## src/dau_pkg.sv

```systemverilog
// Shared constants and helper functions for the decimal ASCII to unsigned parser.
`default_nettype none

package dau_pkg;

  // Result status codes.
  localparam logic [1:0] ST_OK       = 2'd0;
  localparam logic [1:0] ST_INVALID  = 2'd1;
  localparam logic [1:0] ST_OVERFLOW = 2'd2;

  // Width mode register codes; the unused code behaves as 32 bit.
  localparam logic [1:0] WM_8BIT  = 2'd0;
  localparam logic [1:0] WM_16BIT = 2'd1;
  localparam logic [1:0] WM_32BIT = 2'd2;

  localparam logic [7:0] ASCII_ZERO      = 8'd48;
  localparam logic [7:0] ASCII_PAST_NINE = 8'd58;

  localparam int unsigned WEIGHT_W  = 34;  // holds 10^10
  localparam int unsigned PART_W    = 38;  // holds 9 * 10^10 plus a 32 bit sum
  localparam int unsigned VALUE_W   = 32;
  localparam logic [3:0]  EXP_CAP   = 4'd10;

  localparam logic [VALUE_W-1:0] MAX_8  = 32'd255;
  localparam logic [VALUE_W-1:0] MAX_16 = 32'd65535;
  localparam logic [VALUE_W-1:0] MAX_32 = 32'd4294967295;

  // Power of ten for a digit position, position 0 being the units.
  function automatic logic [WEIGHT_W-1:0] pow10(input logic [3:0] exp_idx);
    logic [WEIGHT_W-1:0] w;
    case (exp_idx)
      4'd0:    w = 34'd1;
      4'd1:    w = 34'd10;
      4'd2:    w = 34'd100;
      4'd3:    w = 34'd1000;
      4'd4:    w = 34'd10000;
      4'd5:    w = 34'd100000;
      4'd6:    w = 34'd1000000;
      4'd7:    w = 34'd10000000;
      4'd8:    w = 34'd100000000;
      4'd9:    w = 34'd1000000000;
      default: w = 34'd10000000000;
    endcase
    return w;
  endfunction

  // Largest value allowed for a width mode.
  function automatic logic [VALUE_W-1:0] width_limit(input logic [1:0] mode);
    logic [VALUE_W-1:0] lim;
    case (mode)
      WM_8BIT:  lim = MAX_8;
      WM_16BIT: lim = MAX_16;
      default:  lim = MAX_32;
    endcase
    return lim;
  endfunction

endpackage

`default_nettype wire

```

## src/decimal_ascii_to_unsigned_unit.sv

```systemverilog
// Decimal ASCII to unsigned integer parser, characters fed from last to first.
// A string's result is formed as its final character moves from the input register into
// the result register, where it is held until taken. Throughput: one character per cycle,
// except while a final character waits on an untaken result; the parse state update is a
// 4 x 34 bit multiply by the digit plus one 38 bit add and compare, all combinational.
// Synchronous active-low reset empties both registers, clears the parse state, sets 32 bit.
`default_nettype none

module decimal_ascii_to_unsigned_unit (
  input  wire logic        clk,
  input  wire logic        rst_n,
  // Configuration: width mode register.
  input  wire logic        cfg_wr_en,
  input  wire logic [1:0]  cfg_wr_data,
  // Character requests.
  input  wire logic        in_valid,
  output logic             in_stall,
  input  wire logic [7:0]  in_char_code,
  input  wire logic        in_is_final,
  // Result requests.
  output logic             out_valid,
  input  wire logic        out_stall,
  output logic [31:0]      out_value,
  output logic [1:0]       out_status
);

  // Width mode register.
  logic [1:0] width_mode_r;

  // Input register stage.
  logic       s1_vld_r;
  logic [7:0] s1_char_r;
  logic       s1_final_r;

  // Parse state. The place weight is kept as a power of ten exponent, which
  // saturates at ten just like the weight itself saturates at 10^10. Only the
  // fact that a digit was seen matters, so one flag stands for the count.
  logic [dau_pkg::VALUE_W-1:0] acc_r, acc_nxt;
  logic [3:0]                  exp_r, exp_nxt;
  logic                        seen_r, seen_nxt;
  logic [1:0]                  err_r, err_nxt;

  // Result register.
  logic                        out_vld_r;
  logic [dau_pkg::VALUE_W-1:0] out_value_r;
  logic [1:0]                  out_status_r;

  logic                        advance;
  logic                        in_accept;
  logic                        is_digit;
  logic [3:0]                  digit;
  logic [dau_pkg::PART_W-1:0]  part;
  logic [dau_pkg::PART_W-1:0]  sum;
  logic [dau_pkg::VALUE_W-1:0] limit;

  // The character held in the input register moves on unless it is a final
  // character and the result register still holds an untaken result.
  assign advance   = s1_vld_r && (!s1_final_r || !out_vld_r || !out_stall);
  assign in_stall  = s1_vld_r && !advance;
  assign in_accept = in_valid && !in_stall;

  always_ff @(posedge clk) begin
    if (!rst_n) begin
      width_mode_r <= dau_pkg::WM_32BIT;
    end else if (cfg_wr_en) begin
      width_mode_r <= cfg_wr_data;
    end
  end

  always_ff @(posedge clk) begin
    if (!rst_n) begin
      s1_vld_r <= 1'b0;
    end else if (in_accept) begin
      s1_vld_r <= 1'b1;
    end else if (advance) begin
      s1_vld_r <= 1'b0;
    end
  end

  always_ff @(posedge clk) begin
    if (in_accept) begin
      s1_char_r  <= in_char_code;
      s1_final_r <= in_is_final;
    end
  end

  // One character of parse work. A digit is added at the current weight
  // unless the sum would pass the limit of the width in force; zero digits
  // beyond the width's digit count add nothing and are therefore accepted.
  always_comb begin
    is_digit = (s1_char_r >= dau_pkg::ASCII_ZERO) && (s1_char_r < dau_pkg::ASCII_PAST_NINE);
    digit    = 4'(s1_char_r - dau_pkg::ASCII_ZERO);
    limit    = dau_pkg::width_limit(width_mode_r);
    part     = dau_pkg::PART_W'(digit) * dau_pkg::PART_W'(dau_pkg::pow10(exp_r));
    sum      = dau_pkg::PART_W'(acc_r) + part;

    acc_nxt  = acc_r;
    exp_nxt  = exp_r;
    seen_nxt = seen_r;
    err_nxt  = err_r;

    // Once an error is recorded the rest of the string changes nothing.
    if (err_r == dau_pkg::ST_OK) begin
      if (!is_digit) begin
        if (seen_r) begin
          err_nxt = dau_pkg::ST_INVALID;
        end
      end else if (sum > dau_pkg::PART_W'(limit)) begin
        err_nxt = dau_pkg::ST_OVERFLOW;
      end else begin
        acc_nxt  = sum[dau_pkg::VALUE_W-1:0];
        seen_nxt = 1'b1;
        if (exp_r < dau_pkg::EXP_CAP) begin
          exp_nxt = exp_r + 4'd1;
        end
      end
    end
  end

  // The parse state goes back to its start values after each final character.
  always_ff @(posedge clk) begin
    if (!rst_n) begin
      acc_r  <= '0;
      exp_r  <= '0;
      seen_r <= 1'b0;
      err_r  <= dau_pkg::ST_OK;
    end else if (advance) begin
      if (s1_final_r) begin
        acc_r  <= '0;
        exp_r  <= '0;
        seen_r <= 1'b0;
        err_r  <= dau_pkg::ST_OK;
      end else begin
        acc_r  <= acc_nxt;
        exp_r  <= exp_nxt;
        seen_r <= seen_nxt;
        err_r  <= err_nxt;
      end
    end
  end

  always_ff @(posedge clk) begin
    if (!rst_n) begin
      out_vld_r <= 1'b0;
    end else if (advance && s1_final_r) begin
      out_vld_r <= 1'b1;
    end else if (!out_stall) begin
      out_vld_r <= 1'b0;
    end
  end

  // The value is reported only for a clean parse; any error reports zero.
  always_ff @(posedge clk) begin
    if (advance && s1_final_r) begin
      out_status_r <= err_nxt;
      out_value_r  <= (err_nxt == dau_pkg::ST_OK) ? acc_nxt : '0;
    end
  end

  assign out_valid  = out_vld_r;
  assign out_value  = out_value_r;
  assign out_status = out_status_r;

endmodule

`default_nettype wire
```

## config.mk

```make
export PLATFORM = sky130hd
export DESIGN_NAME = decimal_ascii_to_unsigned_unit
export DESIGN_NICKNAME = d
export VERILOG_FILES = /design/src/dau_pkg.sv /design/src/decimal_ascii_to_unsigned_unit.sv
export SDC_FILE = /design/constraint.sdc
export NUM_CORES = 1
export LEC_CHECK = 0
export BUFFER_PORTS_ARGS = -buffer_cell sky130_fd_sc_hd__buf_2
export CAP_MARGIN = 20
export CORE_ASPECT_RATIO = 0.9
export CORE_UTILIZATION = 55
export DETAILED_ROUTE_END_ITERATION = 6
export PLACE_DENSITY = 0.72
export REMOVE_ABC_BUFFERS = 1
export SLEW_MARGIN = 0
export SYNTH_ARGS = -nofsm -noshare
export SYNTH_HDL_FRONTEND = slang
export SYNTH_SLANG_ARGS = --single-unit
```

## constraint.sdc

```tcl
create_clock -name clk -period 12.75 [get_ports clk]
set_input_delay 0 -clock clk [delete_from_list [all_inputs] [get_ports clk]]
set_output_delay 0 -clock clk [all_outputs]
set_load 0.005 [all_outputs]
```

==> results.md <==
- Synth top area share: 0.1687
- Worst-Margin Slew: 0.9853 ns
- HPWL after DPL: 19750 µm
- Final setup viols: 0
- Worst hold slack: 0.2379 ns
- Vias in the first global route: 7844
- Inserted Diodes: 0
- Sequential Power Share: 0.526
- Final clock skew: 0.01575 ns
- Worst vdd ir: 0.00005378 V
- Fmax: 99.59 MHz
- Synth Area per Inst: 9.241 µm²
- Vert. Die Dim: 133.5 µm
- Comb pwr share: 0.085
- Pre-CTS WS: 2.902 ns
- Layout fillers: 1667
- Port bufs: 51
- Status: finished, final reports clean
- Main synth FF type: dfxtp_1
- Area growth syn-to-layout: 7.842%
- Slew HR: 0.3424
- Setup Fix Bufs, Post-CTS: 0
- Num ports: 52
- Critical Path End Type: flop
- Worst-path clk slew: 0.08 ns
- Fin cells: 1431
- Fraction of layout cells with a size suffix above 1: 0.1206
- DRT Wirelength: 25380 µm
- Leak: 0.005134 µW
- H-tree Lvls: 3
- CP Max Fanout: 38
- Net switching power figure: 191.4 µW
- Max_cap viols: 0
- Router iterations before antenna repair: 6
- Initial antenna violation count: 0
- Largest net degree at the start of global routing: 43
- RSZ-0062 raised after global routing: false
- GPL Wtd Cong: 1.009
- Number of synthesized flops with an enable pin: 43
- Routed length on met2: 11560 µm
- Worst setup SP type: flop
- Fin crit share: 0.7875
- Initial core utilization: 0.5684
- Post-synth cell types: 78
- Clock group share of total power: 0.389
- Final Util: 0.6130
- CTS tree: yes
- Internal: 539.6 µW
- Area contributors post-synth: fa_1 17%, dfxtp_1 13%, edfxtp_1 12%, ha_1 9.2%, inv_1 6.2%
- Met3 routed WL: 1517 µm
- Number of hold buffers added after cts: 16
- First-pass GRT wire length: 40780 µm
- Nets: 1364
- Cells after Synth: 1143
- Worst setup path class: flop to flop
- WP data required: 13.05 ns
- Mapped Area: 10560 µm²
- Sequential area share after synthesis: 0.2530
- Inst Count DP: 1398
- Antenna Nets Post-Route: 0
- Most frequent cells after synthesis: 175 x inv_1, 91 x and2_1, 89 x fa_1, 79 x nor2_1, 78 x ha_1
- Clk Latency, worst-skew pair: 0.37 ns
- CTS root buf: clkbuf_16
- Min cycle time layout: 10.04 ns
- Worst min-delay path category: primary input to flop
- Die Footprint: 19760 µm²
- Starting DRT DRC Count: 617
- Chip width: 148.1 µm
- Via density per instance: 5.649
- Sw Share: 0.2619
- Final-report hold violation count: 0
- Total CTS buffers: 9
- Clock Sinks: 112
- Crit path arrival time: 10.34 ns
- Post-route DRC: 0
- Row count: 47
- Aggregate global routing overflow: 0
- Metal-1 WL: 11910 µm
- Max-slew violations: 0
- CTS resizes: 0
- Max clock buf depth: 2
- Post-synth top area cell: fa_1
- Final worst setup slack: 2.709 ns
- Top-count cell post-synth: inv_1
- GRT Total Usage: 0.2658
- YS warnings: 0
- Core area: 18580 µm²
- Max layer used: met4
- Synth async-reset ratio: 0
- TNS Setup: 0 ns
- Avg WL per Cell: 17.73 µm
- Flops & latches, synth: 112
- Via count: 8084
- Pwr/cell area: 64.17 nW/µm²
## final timing paths
kind	cells after the start	endpoint	slack [ns]	startpoint
setup / recovery	27	acc_r[0]	2.71	s1_char_r[1]
hold / removal	2	s1_vld_r	0.24	rst_n
setup reg to reg	27	acc_r[0]	2.71	s1_char_r[1]
hold reg to reg	2	acc_r[27]	0.48	acc_r[27]
## kinds of logic after synthesis
family | Yosys count | synth area share
buffers and inverters | 220 | 0.08375
DFF | 112 | 0.2530
muxes | 32 | 0.03032
and+or+nand+nor | 370 | 0.1902
xor gates and xnor gates | 31 | 0.02642
AOI/OAI and AO/OA | 211 | 0.1552
adders and majority gates | 167 | 0.2611
## placed cells by master (no fill, tap or decap), types with 4 or more instances in the layout
master         count
o21ai_0           19
a21boi_0           4
o21ai_1           10
and2_1            91
dfxtp_1           69
a22oi_2           30
nor3_1            12
a21oi_1           49
a211o_1            4
nor2b_1           21
ha_1              78
inv_1            175
a211oi_1           8
edfxtp_1          43
buf_4              4
a41oi_1            4
o21a_1             6
and3_1             5
xor2_1            10
o211ai_1           6
buf_2             51
nor2b_2           18
fa_1              89
dlygate4sd3_1     16
o221ai_1           4
o21bai_1           6
nor2_1            79
a21o_1            12
a31oi_1            8
nand4_1           14
nand3_1           17
nand2b_1           7
xnor2_1           20
nand2_1           76
clkbuf_16          9
nor3b_1            6
mux2i_1           32
## power groups by stage
| stage | clock [µW] | sequential (µW) | combinational [µW] |
|---|---|---|---|
| finish | 284 | 384 | 62.1 |
| global route | 300 | 386 | 68.6 |
| CTS | 289 | 384 | 61.6 |
| detailed placement | 0 | 393 | 57.5 |
| global placement | 0 | 393 | 56.4 |
| floorplan | 0 | 390 | 38.2 |
## worst max-delay path: stages, from the launching register on
cell and delay, ns:
edfxtp_1 0.91, nand2_1 0.29, inv_1 0.22, fa_1 0.45, fa_1 0.55, inv_1 0.06, fa_1 0.49, inv_1 0.04
ha_1 0.37, a21oi_1 0.36, o211ai_1 0.16, a22oi_1 0.43, o21ai_0 0.34, a41o_1 0.32, a21oi_1 0.17, xnor2_1 0.18
ha_1 0.35, nand4_1 0.07, nor3_1 0.47, and4_1 0.33, and4_1 0.32, o21ai_1 0.12, nor4_4 0.50, and4_4 0.81
nor3b_4 0.92, buf_4 0.43, a22oi_2 0.09, nor2b_1 0.13
## layer usage
layer  global-route usage  vias up
li1                     -     3913
met1               0.3770     3892
met2               0.4231      240
met3              0.04897       39
met4              0.05613        0
met5                    0        -
## stage by stage
| stage | power (µW) | cell area [µm²] |
|---|---|---|
| after global placement | 448.9 | 10930 |
| after CTS | 735.0 | 11380 |
| after detailed placement | 450.1 | 10930 |
| after floorplan | 428.0 | 10330 |
| final | 731.0 | 11390 |
| after global routing | 754.5 | 11390 |
## cell type report
class                      instances  area [µm²]  share of cell area
timing repair buffer              72       460.4             0.04042
tap                              245       306.5             0.02691
clock inverter                     6       60.06            0.005272
multi-input combinational        811        7005              0.6150
inverter                         175       656.9             0.05767
sequential                       112        2673              0.2346
clock buffer                      10       229.0             0.02010
No activity file was read; power rests on OpenSTA's default activity.
